<file path="src/rtl/hdlc_style_byte_stuffing_framer_defines.svh">
// Assertion macros shared by the framer RTL.
// Included by the modules that check their own logic; needs clk and rst in scope.
`ifndef HDLC_STYLE_BYTE_STUFFING_FRAMER_DEFINES_SVH
`define HDLC_STYLE_BYTE_STUFFING_FRAMER_DEFINES_SVH

// Clocked check, skipped while reset is high
`define HSF_ASSERT(name, prop, msg) \
  name: assert property (@(posedge clk) disable iff (rst) prop) else $error(msg);

// Clocked check that also holds during reset
`define HSF_ASSERT_ALWAYS(name, prop, msg) \
  name: assert property (@(posedge clk) prop) else $error(msg);

`endif

</file>
<file path="src/rtl/hsf_pkg.sv">
// Types and constants of the byte-stuffing framer.
// No dependencies; used by every module of the block.
`default_nettype none

package hsf_pkg;

  // byte slots of one frame piece, lowest slot goes out first
  localparam int SLOTS = 6;
  localparam int SLOT_OPEN  = 0;
  localparam int SLOT_ADDR  = 1;
  localparam int SLOT_CTRL  = 2;
  localparam int SLOT_HCS   = 3;
  localparam int SLOT_DATA  = 4;
  localparam int SLOT_CLOSE = 5;

  localparam logic [7:0] STUFF_XOR    = 8'h20;
  localparam logic [7:0] FLAG_RESET   = 8'h7E;
  localparam logic [7:0] ESCAPE_RESET = 8'h7D;

  // configuration register indexes
  localparam logic [7:0] REG_FLAG   = 8'd0;
  localparam logic [7:0] REG_ESCAPE = 8'd1;

  // frame kinds carried on tuser
  localparam logic MODE_SUPERVISORY = 1'b0;
  localparam logic MODE_INFO        = 1'b1;

  typedef struct packed {
    logic [7:0] flag;
    logic [7:0] escape;
  } hsf_cfg_t;

  // one classified item: which slots go out, which are escaped, their bytes
  typedef struct packed {
    logic [SLOTS-1:0]      present;
    logic [SLOTS-1:0]      stuffed;
    logic [SLOTS-1:0][7:0] bytes;
  } hsf_entry_t;

endpackage

`default_nettype wire

</file>
<file path="src/rtl/hsf_front.sv">
// Front end: classifies one input word into the byte slots of its frame piece.
// Depends on hsf_pkg.
`default_nettype none

module hsf_front (
  input  wire logic              mode,
  input  wire logic [7:0]        frame_address,
  input  wire logic [7:0]        frame_control,
  input  wire logic [7:0]        payload_byte,
  input  wire logic              first_byte,
  input  wire logic              last_byte,
  input  wire hsf_pkg::hsf_cfg_t cfg,
  output hsf_pkg::hsf_entry_t    entry
);
  import hsf_pkg::*;

  logic [7:0] hcs;

  // byte needs escaping if it collides with flag or escape
  function automatic logic needs_stuff(input logic [7:0] b, input hsf_cfg_t c);
    needs_stuff = (b == c.flag) || (b == c.escape);
  endfunction

  assign hcs = frame_address ^ frame_control;

  always_comb begin
    entry.bytes[SLOT_OPEN]  = cfg.flag;
    entry.bytes[SLOT_ADDR]  = frame_address;
    entry.bytes[SLOT_CTRL]  = frame_control;
    entry.bytes[SLOT_HCS]   = hcs;
    entry.bytes[SLOT_DATA]  = payload_byte;
    entry.bytes[SLOT_CLOSE] = cfg.flag;
    entry.present = '0;
    entry.stuffed = '0;
    if (mode == MODE_SUPERVISORY) begin
      // full frame, nothing escaped, no payload
      entry.present[SLOT_OPEN]  = 1'b1;
      entry.present[SLOT_ADDR]  = 1'b1;
      entry.present[SLOT_CTRL]  = 1'b1;
      entry.present[SLOT_HCS]   = 1'b1;
      entry.present[SLOT_CLOSE] = 1'b1;
    end else begin
      entry.present[SLOT_OPEN]  = first_byte;
      entry.present[SLOT_ADDR]  = first_byte;
      entry.present[SLOT_CTRL]  = first_byte;
      entry.present[SLOT_HCS]   = first_byte;
      entry.present[SLOT_DATA]  = 1'b1;
      entry.present[SLOT_CLOSE] = last_byte;
      entry.stuffed[SLOT_ADDR]  = needs_stuff(frame_address, cfg);
      entry.stuffed[SLOT_CTRL]  = needs_stuff(frame_control, cfg);
      entry.stuffed[SLOT_HCS]   = needs_stuff(hcs, cfg);
      entry.stuffed[SLOT_DATA]  = needs_stuff(payload_byte, cfg);
    end
  end

endmodule

`default_nettype wire

</file>
<file path="src/rtl/hsf_queue.sv">
// Small FIFO of classified words between front end and byte sequencer.
// Depends on hsf_pkg and the assertion macro header.
`default_nettype none
`include "hdlc_style_byte_stuffing_framer_defines.svh"

module hsf_queue #(
  parameter int DEPTH = 2
) (
  input  wire logic                clk,
  input  wire logic                rst,
  input  wire logic                push,
  input  wire hsf_pkg::hsf_entry_t push_data,
  output logic                     full,
  input  wire logic                pop,
  output hsf_pkg::hsf_entry_t      pop_data,
  output logic                     valid
);
  import hsf_pkg::*;

  localparam int PTR_W = (DEPTH > 1) ? $clog2(DEPTH) : 1;
  localparam int CNT_W = $clog2(DEPTH + 1);

  hsf_entry_t       store [DEPTH];
  logic [PTR_W-1:0] wr_ptr;
  logic [PTR_W-1:0] rd_ptr;
  logic [CNT_W-1:0] count;
  logic             do_push;
  logic             do_pop;

  assign full     = (count == CNT_W'(DEPTH));
  assign valid    = (count != '0);
  assign do_push  = push && !full;
  assign do_pop   = pop && valid;
  assign pop_data = store[rd_ptr];

  function automatic logic [PTR_W-1:0] wrap_inc(input logic [PTR_W-1:0] p);
    wrap_inc = (p == PTR_W'(DEPTH - 1)) ? '0 : p + PTR_W'(1);
  endfunction

  // storage, no reset needed
  always_ff @(posedge clk) begin
    if (do_push) begin
      store[wr_ptr] <= push_data;
    end
  end

  // pointers and fill count
  always_ff @(posedge clk) begin
    if (rst) begin
      wr_ptr <= '0;
      rd_ptr <= '0;
      count  <= '0;
    end else begin
      if (do_push) begin
        wr_ptr <= wrap_inc(wr_ptr);
      end
      if (do_pop) begin
        rd_ptr <= wrap_inc(rd_ptr);
      end
      case ({do_push, do_pop})
        2'b10:   count <= count + CNT_W'(1);
        2'b01:   count <= count - CNT_W'(1);
        default: count <= count;
      endcase
    end
  end

  `HSF_ASSERT_ALWAYS(a_count_bound, (rst || (count <= CNT_W'(DEPTH))), "queue count beyond depth")
  `HSF_ASSERT(a_empty_ptrs, ((count == '0) |-> (rd_ptr == wr_ptr)), "empty queue, pointers differ")

endmodule

`default_nettype wire

</file>
<file path="src/rtl/hsf_back.sv">
// Back end: walks a word's slots and emits one line byte per cycle unless m_tready stalls.
// Depends on hsf_pkg and the assertion macro header.
`default_nettype none
`include "hdlc_style_byte_stuffing_framer_defines.svh"

module hsf_back (
  input  wire logic                clk,
  input  wire logic                rst,
  input  wire hsf_pkg::hsf_cfg_t   cfg,
  input  wire logic                q_valid,
  input  wire hsf_pkg::hsf_entry_t q_data,
  output logic                     q_pop,
  output logic                     m_tvalid,
  input  wire logic                m_tready,
  output logic [7:0]               m_tdata,
  output logic                     m_tlast
);
  import hsf_pkg::*;

  hsf_entry_t       cur;
  logic [SLOTS-1:0] pend;
  logic             phase;      // 1: escape already sent, send the xored byte
  logic             out_valid;
  logic [7:0]       out_byte;
  logic             out_last;

  logic             adv;
  logic             busy;
  logic [SLOTS-1:0] low;
  logic [SLOTS-1:0] rest;
  logic [7:0]       sel_byte;
  logic             sel_stuffed;
  logic             half_done;
  logic             item_done;
  logic [7:0]       word_byte;

  assign adv  = !out_valid || m_tready;
  assign busy = (pend != '0);

  // current slot is the lowest pending one
  always_comb begin
    low         = pend & (~pend + SLOTS'(1));
    sel_byte    = '0;
    sel_stuffed = 1'b0;
    for (int i = 0; i < SLOTS; i++) begin
      if (low[i]) begin
        sel_byte    = sel_byte | cur.bytes[i];
        sel_stuffed = sel_stuffed | cur.stuffed[i];
      end
    end
  end

  assign rest      = pend & ~low;
  assign half_done = !sel_stuffed || phase;
  assign item_done = busy && half_done && (rest == '0);
  assign q_pop     = adv && (!busy || item_done) && q_valid;

  always_comb begin
    if (sel_stuffed && !phase) begin
      word_byte = cfg.escape;
    end else if (sel_stuffed) begin
      word_byte = sel_byte ^ STUFF_XOR;
    end else begin
      word_byte = sel_byte;
    end
  end

  // slot walk control
  always_ff @(posedge clk) begin
    if (rst) begin
      pend  <= '0;
      phase <= 1'b0;
    end else if (q_pop) begin
      pend  <= q_data.present;
      phase <= 1'b0;
    end else if (adv && busy) begin
      if (half_done) begin
        pend  <= rest;
        phase <= 1'b0;
      end else begin
        phase <= 1'b1;
      end
    end
  end

  always_ff @(posedge clk) begin
    if (q_pop) begin
      cur <= q_data;
    end
  end

  // output register
  always_ff @(posedge clk) begin
    if (rst) begin
      out_valid <= 1'b0;
    end else if (adv) begin
      out_valid <= busy;
    end
  end

  always_ff @(posedge clk) begin
    if (adv && busy) begin
      out_byte <= word_byte;
      out_last <= item_done;
    end
  end

  assign m_tvalid = out_valid;
  assign m_tdata  = out_byte;
  assign m_tlast  = out_last;

  `HSF_ASSERT(a_phase_stuffed, ((busy && phase) |-> sel_stuffed), "second half on unstuffed slot")
  `HSF_ASSERT(a_escape_then_xor, ((adv && busy && sel_stuffed && !phase) |=> phase), "escape not followed by xored byte")
  `HSF_ASSERT(a_pend_present, ((pend & ~cur.present) == '0), "pending slot not in word")

endmodule

`default_nettype wire

</file>
<file path="src/rtl/hdlc_style_byte_stuffing_framer.sv">
// Top level of the HDLC-style byte-stuffing framer: config registers and wiring.
// Depends on hsf_pkg, hsf_front, hsf_queue and hsf_back.
//
// Channel   Dir  Handshake           Payload
// s_*       in   s_tvalid/s_tready   tdata address, control, payload; tuser mode, first; tlast
// m_*       out  m_tvalid/m_tready   tdata line byte; tlast last byte of the word's output
// cfg_*     in   cfg_valid/cfg_ready index 0 flag, 1 escape; other indexes ignored
//
// One line byte leaves per cycle from the output register while m_tready is high; a word
// produces 1 to 10 bytes, a payload byte alone 1 or 2.
// The queue lets the front take new words while the back is still sending.
// Synchronous reset clears control state and loads flag 0x7E and escape 0x7D.
// Output stalls hold the line byte; the input stalls only when the queue is full.
`default_nettype none

module hdlc_style_byte_stuffing_framer #(
  parameter int QUEUE_DEPTH = 2
) (
  input  wire logic        clk,
  input  wire logic        rst,
  input  wire logic        s_tvalid,
  output logic             s_tready,
  input  wire logic [23:0] s_tdata,   // [7:0] frame_address, [15:8] frame_control,
                                      // [23:16] payload_byte
  input  wire logic [1:0]  s_tuser,   // [0] mode, [1] first_byte
  input  wire logic        s_tlast,   // last_byte
  output logic             m_tvalid,
  input  wire logic        m_tready,
  output logic [7:0]       m_tdata,   // [7:0] out_byte
  output logic             m_tlast,   // run_end
  input  wire logic        cfg_valid,
  output logic             cfg_ready,
  input  wire logic [7:0]  cfg_index,
  input  wire logic [7:0]  cfg_data
);
  import hsf_pkg::*;

  hsf_cfg_t   cfg;
  hsf_entry_t front_entry;
  hsf_entry_t q_data;
  logic       q_full;
  logic       q_valid;
  logic       q_pop;

  assign cfg_ready = 1'b1;
  assign s_tready  = !q_full;

  // configuration registers
  always_ff @(posedge clk) begin
    if (rst) begin
      cfg.flag   <= FLAG_RESET;
      cfg.escape <= ESCAPE_RESET;
    end else if (cfg_valid && cfg_ready) begin
      case (cfg_index)
        REG_FLAG:   cfg.flag   <= cfg_data;
        REG_ESCAPE: cfg.escape <= cfg_data;
        default:    ;
      endcase
    end
  end

  hsf_front u_front (
    .mode          (s_tuser[0]),
    .frame_address (s_tdata[7:0]),
    .frame_control (s_tdata[15:8]),
    .payload_byte  (s_tdata[23:16]),
    .first_byte    (s_tuser[1]),
    .last_byte     (s_tlast),
    .cfg           (cfg),
    .entry         (front_entry)
  );

  hsf_queue #(
    .DEPTH (QUEUE_DEPTH)
  ) u_queue (
    .clk       (clk),
    .rst       (rst),
    .push      (s_tvalid),
    .push_data (front_entry),
    .full      (q_full),
    .pop       (q_pop),
    .pop_data  (q_data),
    .valid     (q_valid)
  );

  hsf_back u_back (
    .clk      (clk),
    .rst      (rst),
    .cfg      (cfg),
    .q_valid  (q_valid),
    .q_data   (q_data),
    .q_pop    (q_pop),
    .m_tvalid (m_tvalid),
    .m_tready (m_tready),
    .m_tdata  (m_tdata),
    .m_tlast  (m_tlast)
  );

endmodule

`default_nettype wire

</file>
<file path="config.mk">
export PLATFORM = sky130hd
export DESIGN_NAME = hdlc_style_byte_stuffing_framer
export DESIGN_NICKNAME = d
export VERILOG_FILES = /design/src/rtl/hsf_pkg.sv /design/src/rtl/hsf_front.sv /design/src/rtl/hsf_queue.sv /design/src/rtl/hsf_back.sv /design/src/rtl/hdlc_style_byte_stuffing_framer.sv
export VERILOG_INCLUDE_DIRS = /design/src /design/src/rtl
export SDC_FILE = /design/constraint.sdc
export NUM_CORES = 1
export LEC_CHECK = 0
export ABC_CLOCK_PERIOD_IN_PS = 5300
export BUFFER_PORTS_ARGS = -buffer_cell sky130_fd_sc_hd__buf_2
export CAP_MARGIN = 20
export CORE_MARGIN = 3
export CORE_UTILIZATION = 50
export DETAILED_ROUTE_END_ITERATION = 6
export GPL_TIMING_DRIVEN = 1
export PLACE_DENSITY = 0.68
export REMOVE_ABC_BUFFERS = 1
export SLEW_MARGIN = 10
export SYNTH_ARGS = -nofsm -noshare
export SYNTH_HDL_FRONTEND = slang
export SYNTH_SLANG_ARGS = --single-unit
</file>
<file path="constraint.sdc">
create_clock -name clk -period 5.3 [get_ports clk]
set_clock_uncertainty 0.15 [all_clocks]
set_input_delay 0.53 -clock clk [delete_from_list [all_inputs] [get_ports clk]]
set_output_delay 0.53 -clock clk [all_outputs]
set_load 0.005 [all_outputs]
</file>
==> impl_metrics.py <==
metrics = {
    "run_status": {
        "status": "completed",
    },
    "synthesis": {
        "synth-edff-count": 147,
        "async_flop_share_pct": 0,
        "synth.distinct_cells": 55,
        "synthCells": 519,
        "syn_area_um2": 7530,
        "ys_warn_count": 0,
        "ys_seq_area_share_pct": 66.3,
        "synth_area_per_cell_um2": 14.5,
        "synth-seq-cells": 176,
        "synth_top_flop_cell": "edfxtp_1",
    },
    "sta": {
        "final-hold-violation-count": 0,
        "post-route-min-period_ns": 3.13,
        "finalSetupTns_ns": 0,
        "setup_slack_ns": 2.17,
        "finalSetupViolations": 0,
        "maxSlewViolCount": 0,
        "slew_headroom_pct": 46.9,
        "rsz0062_at_grt": "false",
        "worst_pin_slew_ns": 0.796,
        "clock.fmax_mhz": 319,
        "finalCritPeriodShare_pct": 59.1,
    },
    "clocking": {
        "cts_tree": "done",
        "cts_num_sinks": 176,
        "post_cts_buffers": 0,
        "cts_hold_buf": 0,
        "cts.clk_slew.worst_paths_ns": 0.06,
        "max-clock-path-buffers": 2,
        "root_buffer": "clkbuf_16",
        "ctsResizeCount": 0,
        "cts_buffers": 17,
        "htree_levels": 4,
        "clkLatencyLatePin_ns": 0.42,
    },
    "finish": {
        "final_common_cell": "edfxtp_1",
        "layout.nets": 615,
        "drive_gt1_share_pct": 25.9,
        "layout_common_cells": "edfxtp_1 (147), xnor2_1 (64), buf_2 (58), mux2_2 (44), dfxtp_1 (28)",
        "fill_cells": 1162,
        "syn2layout_area_growth_pct": 13.9,
        "diodes": 0,
    },
    "detailed_routing": {
        "vias": 4364,
        "vias_per_cell": 5.72,
        "drt_pass1_iterations": 5,
        "wl_um": 16000,
        "wire_per_inst_um": 21.0,
        "ant_nets": 0,
        "drc_errors": 0,
        "drt_iter0_markers": 529,
    },
    "die": {
        "die-height_um": 129,
        "rows": 44,
        "die-area_um2": 16600,
        "die_x_um": 129,
        "placeableCoreArea_um2": 14600,
        "pin_count": 60,
        "initial_utilization_pct": 51.4,
    },
    "global_routing": {
        "grt_pass1_vias": 4462,
        "grt_start_max_net_pins": 48,
        "track_usage_pct": 20.6,
        "antenna_found_initial": 0,
        "grt_pass1_wl_um": 25300,
        "grt_overflow": 0,
    },
    "worst_setup_path": {
        "crit_arrival_ns": 3.11,
        "r2r_start": "u_back.pend[0]",
        "worst-setup-path-type": "reg2reg",
        "required_ns": 5.27,
        "cp_max_fo": 27,
        "start_kind": "register",
        "cp-end-kind": "register",
        "crit_path_start": "u_back.pend[0]",
    },
    "power_and_ir_drop": {
        "ir_drop_mv": 0.314,
        "powerDensity_nw_per_um2": 559,
        "p_leak_nw": 2.89,
        "total_power_mw": 4.80,
    },
    "worst_hold_path": {
        "hold_start": "cfg_data[0]",
        "min_path_type": "in2reg",
    },
    "job": {
        "maxCapViolations": 0,
    },
    "place": {
        "gp_congestion": 0.883,
        "port_buffers": 58,
        "hpwl_um": 10700,
        "pre_cts_ws_ns": 2.19,
    },
}
[cell type report]
| class | instances | area, µm² | area share [%] |
|---|---|---|---|
| flip-flops and latches | 176 | 5000 | 58.3 |
| multi-input cells | 301 | 2360 | 27.6 |
| clock buffers | 27 | 579 | 6.76 |
| repair buffers | 63 | 340 | 3.97 |
| well taps | 184 | 230 | 2.68 |
| clock inverters | 5 | 33.8 | 0.394 |
| inverters | 7 | 31.3 | 0.365 |
[final timing paths]
check	depth (start not counted)	endpoint	slack (ns)
min	3	cfg[0]	0.18
max	6	u_back.cur[33]	2.17
max reg2reg	6	u_back.cur[33]	2.17
min reg2reg	2	u_back.phase	0.35
[synth_stat cells, types with 6 or more instances]
cell | n | area, µm²
a221oi_1 | 8 | 70.1
a22oi_1 | 7 | 52.6
a31oi_1 | 8 | 50.1
clkbuf_1 | 28 | 105
dfxtp_1 | 29 | 581
edfxtp_1 | 147 | 4410
mux2_2 | 44 | 495
mux2i_1 | 19 | 190
nand2_1 | 26 | 97.6
nand3_1 | 6 | 30.0
nand4_1 | 17 | 106
nor2_1 | 28 | 105
xnor2_1 | 64 | 561
xor2_1 | 12 | 105
[per-layer routing]
layer / GRT usage [%] / wire length (µm) / up-vias
li1: - / - / 2022
met1: 27.4 / 6700 / 2166
met2: 33.2 / 8090 / 147
met3: 4.23 / 885 / 29
met4: 8.52 / 336 / 0
met5: 0 / 0 / -
[flip-flops by register name (all words and copies together), names as in the netlist, named ones only]
signal	cells
cfg	16
u_back.pend	6
u_back.phase	1
u_queue.rd_ptr	1
u_queue.count	2
u_back.m_tvalid	1
u_back.m_tlast	1
u_back.m_tdata	8
u_back.cur	44
u_queue.wr_ptr	1
u_queue.store	94
[worst max-delay path, stage by stage (launching register included)]
cell,delay [ns]
dfxtp_1,0.56
or3_4,0.50
or4b_4,0.49
nand3_2,0.11
o211ai_4,0.13
inv_1,0.58
buf_12,0.27
[through the flow]
stage               cells  hold WS [ns]  utilization (%)  instance area (µm²)
floorplan             484         0.310                -                 7380
global placement      731         0.339             54.4                 7960
detailed placement    731         0.337             54.4                 7960
CTS                   763         0.163             58.6                 8580
global route          763         0.171             58.6                 8580
finish                763         0.176             58.6                 8580
[logic make-up (layout without fill, tap and decap cells)]
logic type	count (synthesis)	after routing	synth area share, %
multiplexers	65	65	9.50
buffers and inverters	42	102	2.38
AND/OR/NAND/NOR	108	108	7.63
AO/OA/AOI/OAI	50	50	5.10
flip-flops	176	176	66.3
adder cells (fa/ha/maj)	1	1	0.166
other	1	1	0.0498
XOR/XNOR	76	76	8.84
[power by group]
group          leakage, nW  internal [mW]  switching (mW)
clock                0.292          0.753           0.500
sequential            1.56           2.02           0.193
combinational         1.04          0.499           0.837
Note: power is estimated with default switching activity, not from simulation.
